--- config.mk ---
export PLATFORM = sky130hd
export DESIGN_NAME = double_ended_queue_top
export DESIGN_NICKNAME = d
export VERILOG_FILES = /design/src/sv/deq_pkg.sv /design/src/sv/deq_dp.sv /design/src/sv/deq_ctrl.sv /design/src/sv/double_ended_queue_top.sv
export SDC_FILE = /design/constraint.sdc
export NUM_CORES = 1
export LEC_CHECK = 0
export ABC_AREA = 1
export BUFFER_PORTS_ARGS = -buffer_cell sky130_fd_sc_hd__buf_2
export CAP_MARGIN = 20
export CORE_MARGIN = 3
export CORE_UTILIZATION = 50
export DETAILED_ROUTE_END_ITERATION = 10
export PLACE_DENSITY_LB_ADDON = 0.25
export SLEW_MARGIN = 20
export SYNTH_ARGS = -nofsm -noshare
export SYNTH_HDL_FRONTEND = slang
export SYNTH_SLANG_ARGS = --single-unit
--- constraint.sdc ---
create_clock -name clk -period 9.4 [get_ports clk]
set_clock_uncertainty 0.05 [all_clocks]
set_input_delay 2.35 -clock clk [delete_from_list [all_inputs] [get_ports clk]]
set_output_delay 2.35 -clock clk [all_outputs]
set_load 0.02 [all_outputs]
--- src/sv/deq_pkg.sv ---
// Shared definitions for the double-ended queue: request and status codes,
// and the command and status groups between controller and datapath.
// Depends on nothing; every other file of the block imports it.
package deq_pkg;

  localparam logic [1:0] REQ_PUSH_FRONT = 2'd0;
  localparam logic [1:0] REQ_PUSH_BACK  = 2'd1;
  localparam logic [1:0] REQ_POP_FRONT  = 2'd2;
  localparam logic [1:0] REQ_POP_BACK   = 2'd3;

  localparam logic [1:0] ST_OK        = 2'd0;
  localparam logic [1:0] ST_UNDERFLOW = 2'd1;
  localparam logic [1:0] ST_OVERFLOW  = 2'd2;

  localparam int WORD_W = 32;

  // Commands from the controller to the datapath.
  typedef struct packed {
    logic capture;      // latch an accepted request
    logic exec;         // check and apply the latched request
    logic rd_first;     // read the front element
    logic rd_next;      // read the following element
    logic load_single;  // present the single status-only result
    logic load_elem;    // present the element held in the read register
  } deq_cmd_t;

  // Status from the datapath to the controller.
  typedef struct packed {
    logic err;       // the last request failed
    logic empty;     // no element stored
    logic idx_last;  // the read register holds the back element
    logic out_free;  // the output register can take a result this cycle
  } deq_sts_t;

endpackage

--- src/sv/deq_dp.sv ---
// Datapath of the double-ended queue: ring storage, front pointer,
// occupancy, request capture, read register and the output register.
// Depends on deq_pkg for codes and the command and status groups.
module deq_dp import deq_pkg::*; #(
  parameter int DEPTH = 16,
  parameter int AW    = $clog2(DEPTH),
  parameter int CW    = $clog2(DEPTH + 1)
) (
  input  logic                clk,
  input  logic                rst,
  input  deq_cmd_t            cmd,
  output deq_sts_t            sts,
  input  logic [1:0]          req_type,
  input  logic [WORD_W-1:0]   push_value,
  output logic                out_valid,
  input  logic                out_stall,
  output logic [1:0]          status,
  output logic                element_valid,
  output logic [WORD_W-1:0]   element,
  output logic [CW-1:0]       count,
  output logic                last
);

  logic [WORD_W-1:0] mem [DEPTH];
  logic [WORD_W-1:0] rdata;
  logic [1:0]        req;
  logic [WORD_W-1:0] val;
  logic [1:0]        res_status;
  logic [AW-1:0]     front;
  logic [CW-1:0]     occ;
  logic [CW-1:0]     idx;

  logic              is_push;
  logic              full;
  logic              empty;
  logic              we;
  logic [AW-1:0]     waddr;
  logic              re;
  logic [AW-1:0]     raddr;
  logic [AW-1:0]     front_dec;
  logic [AW-1:0]     front_inc;
  logic [CW-1:0]     idx_inc;

  // Ring position offset from the front, with the sum known below 2*DEPTH.
  function automatic logic [AW-1:0] ring_add(input logic [AW-1:0] base,
                                             input logic [CW-1:0] offs);
    logic [CW:0] sum;
    sum = (CW+1)'(base) + (CW+1)'(offs);
    if (sum >= (CW+1)'(DEPTH)) begin
      sum = sum - (CW+1)'(DEPTH);
    end
    return sum[AW-1:0];
  endfunction

  assign is_push   = (req == REQ_PUSH_FRONT) || (req == REQ_PUSH_BACK);
  assign full      = (occ == CW'(DEPTH));
  assign empty     = (occ == '0);
  assign front_dec = (front == '0) ? AW'(DEPTH - 1) : front - AW'(1);
  assign front_inc = ring_add(front, CW'(1));
  assign idx_inc   = idx + CW'(1);

  assign we    = cmd.exec && is_push && !full;
  assign waddr = (req == REQ_PUSH_FRONT) ? front_dec : ring_add(front, occ);
  assign re    = cmd.rd_first || cmd.rd_next;
  assign raddr = cmd.rd_first ? front : ring_add(front, idx_inc);

  assign sts.err      = (res_status != ST_OK);
  assign sts.empty    = empty;
  assign sts.idx_last = (idx_inc == occ);
  assign sts.out_free = !out_valid || !out_stall;

  always_ff @(posedge clk) begin
    if (we) begin
      mem[waddr] <= val;
    end
    if (re) begin
      rdata <= mem[raddr];
    end
  end

  always_ff @(posedge clk) begin
    if (cmd.capture) begin
      req <= req_type;
      val <= push_value;
    end
    if (cmd.rd_first) begin
      idx <= '0;
    end else if (cmd.rd_next) begin
      idx <= idx_inc;
    end
  end

  always_ff @(posedge clk) begin
    if (rst) begin
      front      <= '0;
      occ        <= '0;
      res_status <= ST_OK;
    end else if (cmd.exec) begin
      if (is_push) begin
        if (full) begin
          res_status <= ST_OVERFLOW;
        end else begin
          res_status <= ST_OK;
          occ        <= occ + CW'(1);
          if (req == REQ_PUSH_FRONT) begin
            front <= front_dec;
          end
        end
      end else begin
        if (empty) begin
          res_status <= ST_UNDERFLOW;
        end else begin
          res_status <= ST_OK;
          occ        <= occ - CW'(1);
          if (occ == CW'(1)) begin
            front <= '0;
          end else if (req == REQ_POP_FRONT) begin
            front <= front_inc;
          end
        end
      end
    end
  end

  always_ff @(posedge clk) begin
    if (rst) begin
      out_valid <= 1'b0;
    end else if (cmd.load_single || cmd.load_elem) begin
      out_valid <= 1'b1;
    end else if (!out_stall) begin
      out_valid <= 1'b0;
    end
  end

  always_ff @(posedge clk) begin
    if (cmd.load_single) begin
      status        <= res_status;
      element_valid <= 1'b0;
      element       <= '0;
      count         <= occ;
      last          <= 1'b1;
    end else if (cmd.load_elem) begin
      status        <= ST_OK;
      element_valid <= 1'b1;
      element       <= rdata;
      count         <= occ;
      last          <= sts.idx_last;
    end
  end

  a_occ_bound: assert property (@(posedge clk) disable iff (rst)
    occ <= CW'(DEPTH))
    else $error("occupancy exceeds the ring depth");

  a_front_home: assert property (@(posedge clk) disable iff (rst)
    occ == '0 |-> front == '0)
    else $error("front pointer not at zero while empty");

  a_one_load: assert property (@(posedge clk) disable iff (rst)
    $onehot0({cmd.load_single, cmd.load_elem, cmd.exec}))
    else $error("conflicting datapath commands");

  a_elem_ok: assert property (@(posedge clk) disable iff (rst)
    out_valid && element_valid |-> status == ST_OK)
    else $error("element result with an error status");

  a_load_free: assert property (@(posedge clk) disable iff (rst)
    cmd.load_single || cmd.load_elem |-> sts.out_free)
    else $error("output register overwritten before it was taken");

endmodule

--- src/sv/deq_ctrl.sv ---
// Controller of the double-ended queue: sequences capture, execution and
// the front-to-back listing of the contents, one result at a time.
// Depends on deq_pkg for the command and status groups.
module deq_ctrl import deq_pkg::*; (
  input  logic     clk,
  input  logic     rst,
  input  logic     in_valid,
  output logic     in_stall,
  input  deq_sts_t sts,
  output deq_cmd_t cmd
);

  localparam logic [2:0] S_IDLE   = 3'd0;
  localparam logic [2:0] S_EXEC   = 3'd1;
  localparam logic [2:0] S_CHECK  = 3'd2;
  localparam logic [2:0] S_SINGLE = 3'd3;
  localparam logic [2:0] S_SEND   = 3'd4;

  logic [2:0] state;
  logic [2:0] state_next;

  assign in_stall = (state != S_IDLE);

  always_comb begin
    state_next = state;
    cmd        = '0;
    case (state)
      S_IDLE: begin
        if (in_valid) begin
          cmd.capture = 1'b1;
          state_next  = S_EXEC;
        end
      end
      S_EXEC: begin
        cmd.exec   = 1'b1;
        state_next = S_CHECK;
      end
      S_CHECK: begin
        if (sts.err || sts.empty) begin
          state_next = S_SINGLE;
        end else begin
          cmd.rd_first = 1'b1;
          state_next   = S_SEND;
        end
      end
      S_SINGLE: begin
        if (sts.out_free) begin
          cmd.load_single = 1'b1;
          state_next      = S_IDLE;
        end
      end
      S_SEND: begin
        if (sts.out_free) begin
          cmd.load_elem = 1'b1;
          if (sts.idx_last) begin
            state_next = S_IDLE;
          end else begin
            cmd.rd_next = 1'b1;
          end
        end
      end
      default: begin
        state_next = S_IDLE;
      end
    endcase
  end

  always_ff @(posedge clk) begin
    if (rst) begin
      state <= S_IDLE;
    end else begin
      state <= state_next;
    end
  end

endmodule

--- src/sv/double_ended_queue_top.sv ---
// Bounded double-ended queue of signed 32-bit words in a ring of DEPTH slots.
// A request is captured in idle, applied in EXEC, checked in CHECK, and its results
// registered from SINGLE or SEND as the output frees; no new request is taken
// until the last is loaded; one-port ring reads list one element a cycle if unstalled.
// Reset (rst, synchronous, active high) empties the queue at once; no clearing pass.
// Depends on deq_pkg, deq_ctrl and deq_dp.
module double_ended_queue_top import deq_pkg::*; #(
  parameter int DEPTH = 16
) (
  input  logic                              clk,
  input  logic                              rst,
  input  logic                              in_valid,
  output logic                              in_stall,
  input  logic [1:0]                        req_type,
  input  logic signed [WORD_W-1:0]          push_value,
  output logic                              out_valid,
  input  logic                              out_stall,
  output logic [1:0]                        status,
  output logic                              element_valid,
  output logic signed [WORD_W-1:0]          element,
  output logic [$clog2(DEPTH + 1)-1:0]      count,
  output logic                              last
);

  // The controller owns sequencing: it takes one request at a time, has the
  // datapath apply it, then either presents a single status-only result (an
  // error, or an empty queue after success) or walks the ring from the front.
  deq_cmd_t cmd;
  deq_sts_t sts;

  // Push and element data as unsigned words at the datapath ports.
  logic [WORD_W-1:0] push_word;
  logic [WORD_W-1:0] elem_word;

  assign push_word = push_value;
  assign element   = elem_word;

  deq_ctrl u_ctrl (
    .clk      (clk),
    .rst      (rst),
    .in_valid (in_valid),
    .in_stall (in_stall),
    .sts      (sts),
    .cmd      (cmd)
  );

  // The datapath holds the ring, pointers and the output register; while a
  // result waits on out_stall the listing simply pauses, the read register
  // holding the next element until the output register frees up.
  deq_dp #(
    .DEPTH (DEPTH)
  ) u_dp (
    .clk           (clk),
    .rst           (rst),
    .cmd           (cmd),
    .sts           (sts),
    .req_type      (req_type),
    .push_value    (push_word),
    .out_valid     (out_valid),
    .out_stall     (out_stall),
    .status        (status),
    .element_valid (element_valid),
    .element       (elem_word),
    .count         (count),
    .last          (last)
  );

endmodule
After elaboration in Yosys (flattened, before gate mapping)
Memories as Yosys holds them, arrays and structs flattened. A register that Yosys moved wholly into a read port is not among the register bits.
Cells that the tools add are included.
{"block": "op_classes", "reduce_logical": 21, "mux": 43, "order_cmp": 3, "add_sub_neg": 10, "eq_ne": 17}
{"op": "$mux W4", "count": 12}
{"op": "$mux W5", "count": 5}
{"op": "$mux W1", "count": 16}
{"op": "$sub A4 B1 Y4 const B", "count": 4}
{"op": "$mux W3", "count": 5}
{"op": "$pmux W3 S5", "count": 1}
{"op": "$add A4 B5 Y6", "count": 2}
{"op": "$ge A6 B5 Y1 const B", "count": 2}
{"op": "$ne A2 B2 Y1 const B", "count": 6}
{"op": "$add A5 B1 Y5 const B", "count": 2}
{"op": "$mux W2", "count": 4}
{"op": "$eq A3 B2 Y1 const B", "count": 2}
{"op": "$reduce_bool A3 Y1", "count": 2}
{"op": "$add A4 B1 Y5 const B", "count": 1}
{"op": "$eq A5 B1 Y1 const B", "count": 1}
{"op": "$eq A5 B5 Y1", "count": 1}
{"op": "$eq A5 B5 Y1 const B", "count": 1}
{"op": "$ge A5 B5 Y1 const B", "count": 1}
{"op": "$logic_not A5 Y1", "count": 1}
{"op": "$logic_or A1 B1 Y1", "count": 5}
{"op": "$reduce_and A5 Y1", "count": 1}
{"op": "$sub A5 B1 Y5 const B", "count": 1}
{"op": "$logic_not A4 Y1", "count": 1}
{"op": "$ne A2 B1 Y1 const B", "count": 2}
{"op": "other kinds (11)", "count": 15}
{"block": "totals", "output_inout_bits": 43, "reg_bits": 95, "ramBits": 512, "input_bits": 38, "memories": 1, "word_cells": 108}
{"memory": "u_dp.mem", "words": 16, "width": 32, "rd": 1, "rd_ports_with_merged_regs": 1, "wr": 1, "line": "deq_dp.sv:24", "rtl": "logic [WORD_W-1:0] mem [DEPTH];"}

Depth between registers and ports, before layout
{"block": "logic_depth", "depth_word": 7, "mapped_depth": 15, "ltp_nobuf": 14}

By module
From an unflattened synthesis, not the netlist that was laid out.
{"block": "unflattened", "hier_cells": 2782, "area_unflattened_um2": 27915.5}
{"mod": "deq_dp", "seq_area_each_um2": 18587.8, "cells_each": 2743, "area_per_inst_um2": 27700.3, "instances": 1}
{"mod": "deq_ctrl", "seq_area_each_um2": 60.1, "cells_each": 39, "area_per_inst_um2": 215.2, "instances": 1}

Worst setup path before layout
No wires, ideal clock.
{"block": "synth_path", "kind": "input-to-reg", "start": "input port in_valid", "end": "register u_dp.req[0], enable pin", "setup_ns": 0.425, "n_path_buf": 0, "stages": 2, "path_slack_ns": 5.106, "required_time_ns": 8.925, "arrival_ns": 3.818, "path_cell_list": "inv_1 -> nor2_1"}
{"element": "start: declaration", "line": "double_ended_queue_top.sv:12", "rtl": "input logic in_valid,"}
{"element": "end signal: assignment", "line": "deq_dp.sv:83", "rtl": "req <= req_type;"}
{"element": "end: declaration", "line": "deq_dp.sv:26", "rtl": "logic [1:0] req;"}

Worst setup path in the final report
{"block": "layout_path", "start": "register u_dp.occ[1]", "end": "register u_dp.rdata[12] (read register of u_dp.mem) (data pin)"}
{"block": "layout_via", "elab_chain_len": 5, "elab_cells_between_ends": 10, "classes_between": "1 x eq/ne; 6 x mux; 3 x reduce/logical"}
{"element": "start: declaration", "line": "deq_dp.sv:30", "rtl": "logic [CW-1:0] occ;"}
{"element": "start signal: assignment", "line": "deq_dp.sv:104", "rtl": "occ <= occ + CW'(1);"}
{"element": "start signal: assignment", "line": "deq_dp.sv:114", "rtl": "occ <= occ - CW'(1);"}
{"element": "$eq A5 B5 Y1 or $logic_not A5 Y1 (tied branches)", "line": "deq_dp.sv:69, deq_dp.sv:57"}
{"element": "$mux W1 or $logic_or A1 B1 Y1 (tied branches)", "line": "deq_ctrl.sv:55, deq_ctrl.sv:39"}
{"element": "$mux W1, on equally long branches", "line": "deq_ctrl.sv:53, deq_ctrl.sv:39"}
{"element": "$mux W1", "line": "deq_ctrl.sv:27", "rtl": "case (state)"}
{"element": "$logic_or A1 B1 Y1 or $mux W4 (tied branches)", "line": "deq_dp.sv:64, deq_dp.sv:65"}
{"element": "end: declaration", "line": "deq_dp.sv:25", "rtl": "logic [WORD_W-1:0] rdata;"}
Several ways; a longest one is shown, not always the timed one.
A chain may end at the register's enable or synchronous reset.

==> results.sh <==
export IMPL_status="finished, final reports clean"
export IMPL_clk_pin_slew_worst_paths_ns=0.06
export IMPL_worst_setup_path_start_kind="flip-flop"
export IMPL_htreeDepth=3
export IMPL_endpoint_kind="flip-flop"
export IMPL_drt_iter0_markers=1792
export IMPL_synth_area_leader_cell="edfxtp_1"
export IMPL_ant_nets=0
export IMPL_syn_cell_area_mm2=0.02734
export IMPL_cts_buffers=68
export IMPL_crit_type="flip-flop to flip-flop"
export IMPL_ys_ff_latch=639
export IMPL_post_cts_buffers=0
export IMPL_period_share=0.4632
export IMPL_syn_avg_cell_area_um2=10.51
export IMPL_port_buffers=80
export IMPL_diodes=0
export IMPL_hold_buffers=0
export IMPL_dr_pass1_iters=5
export IMPL_grt_pass1_vias=17320
export IMPL_fillerInstances=4439
export IMPL_synth_yosys_warnings=0
export IMPL_cp_required_ns=9.67
export IMPL_syn_nets=2653
export IMPL_io_pin_count=81
export IMPL_postPlaceCellArea_mm2=0.02841
export IMPL_finalMaxSlewViolations=0
export IMPL_grt_use_total=0.2344
export IMPL_design_area_mm2=0.03063
export IMPL_die_w_um=239.8
export IMPL_max_freq_ghz=0.2297
export IMPL_async_reset_ff_frac=0
export IMPL_gp_congestion=0.8192
export IMPL_worstPathMaxFanout=155
export IMPL_yosysSeqAreaShare=0.6821
export IMPL_synthFlopType="edfxtp_1"
export IMPL_core_area_mm2=0.05392
export IMPL_layout_commonest_cell="nand2_1"
export IMPL_row_count=85
export IMPL_cts_sinks=639
export IMPL_cts_path_max_buffers=3
export IMPL_routedWlPerCell_um=19.55
export IMPL_rsz0062_at_grt="false"
export IMPL_die_y_um=239.8
export IMPL_cts_root_buf="clkbuf_16"
export IMPL_wl_mm=66.54
export IMPL_relSlewSlack=0.2955
export IMPL_antenna_found_initial=2
export IMPL_min_period_ns=4.354
export IMPL_synthCells=2600
export IMPL_start_util=0.5070
export IMPL_tightest_slew_ns=1.055
export IMPL_grt_start_max_net_pins=156
export IMPL_drv_cap=0
export IMPL_synth_edf_count=585
export IMPL_yosysTopAreaCellShare=0.6426
export IMPL_synth_cell_type_count=36
export IMPL_drive_gt1_frac=0.08826
export IMPL_cts_tree="done"
export IMPL_die_area_mm2=0.05752
export IMPL_ys_top_cells_by_area="edfxtp_1, nand3_1, nand2_1"
export IMPL_clk_latency_ns=0.59
export IMPL_final_cell_mix="nand2_1, edfxtp_1, inv_1"
export IMPL_grt_overflow=0
export IMPL_worstPathArrival_ns=4.63
export IMPL_dp_hpwl_mm=33.36
export IMPL_nNetsFinal=2713
export IMPL_grt_pass1_wl_mm=101.3
export IMPL_vias=18120
export IMPL_hold_class="flip-flop to flip-flop"
export IMPL_cts_resized=0
export IMPL_setup_viol=0
export IMPL_finalSetupTns_ns=0
export IMPL_areaGrowthSynthToFinish_pct=12.05
export IMPL_drc=0
export IMPL_hold_viol=0
export IMPL_viasPerCell=5.324
kinds of logic after synthesis:
group | share of synthesized area
compound gates | 0.01483
xor+xnor | 0.004165
fa+ha+maj | 0.007415
buf+inv | 0.09561
flops | 0.6821
simple gates | 0.1958
cells in the mapped netlist, drive strengths merged, types with 3 or more instances:
cell type	count
nand2	613
edfxtp	585
inv	528
nand3	496
buf	93
dfxtp	54
nor2	54
a21oi	46
nand3b	32
clkbuf	27
o21ai	25
ha	13
xor2	8
nand4	5
xnor2	5
a211oi	3
nor3	3
critical path, cell delays in order (launching register included):
cell,delay (ns)
dfxtp_1,0.39
inv_1,0.18
ha_1,0.25
nand3_4,0.13
nand3_4,0.24
nand2_4,0.47
nand2_8,0.89
buf_4,0.82
nand2_1,0.13
nand3_1,0.13
nand3_1,0.09
nand3_1,0.12
nand2_1,0.10
worst paths after layout:
check                   start          endpoint  slack (ns)  cells after the start
max reg2reg       u_dp.occ[1]    u_dp.rdata[12]        5.05                     12
min reg2reg  u_dp.element[19]  u_dp.element[19]        0.41                      2
min          u_dp.element[19]  u_dp.element[19]        0.41                      2
max               u_dp.occ[1]    u_dp.rdata[12]        5.05                     12
flip-flops by register name, indices dropped and copies added, names as in the netlist, 3 cells and up:
register      count
u_dp.mem        512
u_dp.rdata       32
u_dp.count        5
u_dp.front        4
u_dp.val         32
u_dp.element     32
u_ctrl.state      3
u_dp.idx          5
u_dp.occ          5
stage by stage:
stage                     std cells  setup WS [ns]  hold slack, ns  utilization
after global routing           3404          4.745          0.4328       0.5681
after global placement         3286          4.876          0.3945       0.5269
after floorplan                2600          5.106          0.3529            -
after CTS                      3404          5.023          0.4110       0.5680
after detailed placement       3286          4.816          0.4016       0.5269
final                          3404          5.046          0.4065       0.5681
routing by layer:
metal  track usage  vias up  part of all wire
li1              -     8587                 -
met1        0.3247     8629              0.42
met2        0.3714      762              0.46
met3       0.04249      146             0.087
met4       0.09144        0             0.030
met5             0        -                 0
final cells by class:
cell class,instances,area (µm²),share of cell area
flip-flops and latches,639,18650,0.6088
multi-input cells,1312,6274,0.2048
inverters,529,1987,0.06486
clock buffers,81,1867,0.06094
well taps,696,870.8,0.02843
repair buffers,110,638.1,0.02083
clock inverters,37,347.8,0.01136
Power is not shown: default switching activity piles up to over one toggle a cycle in this logic, so the estimate is an artifact.
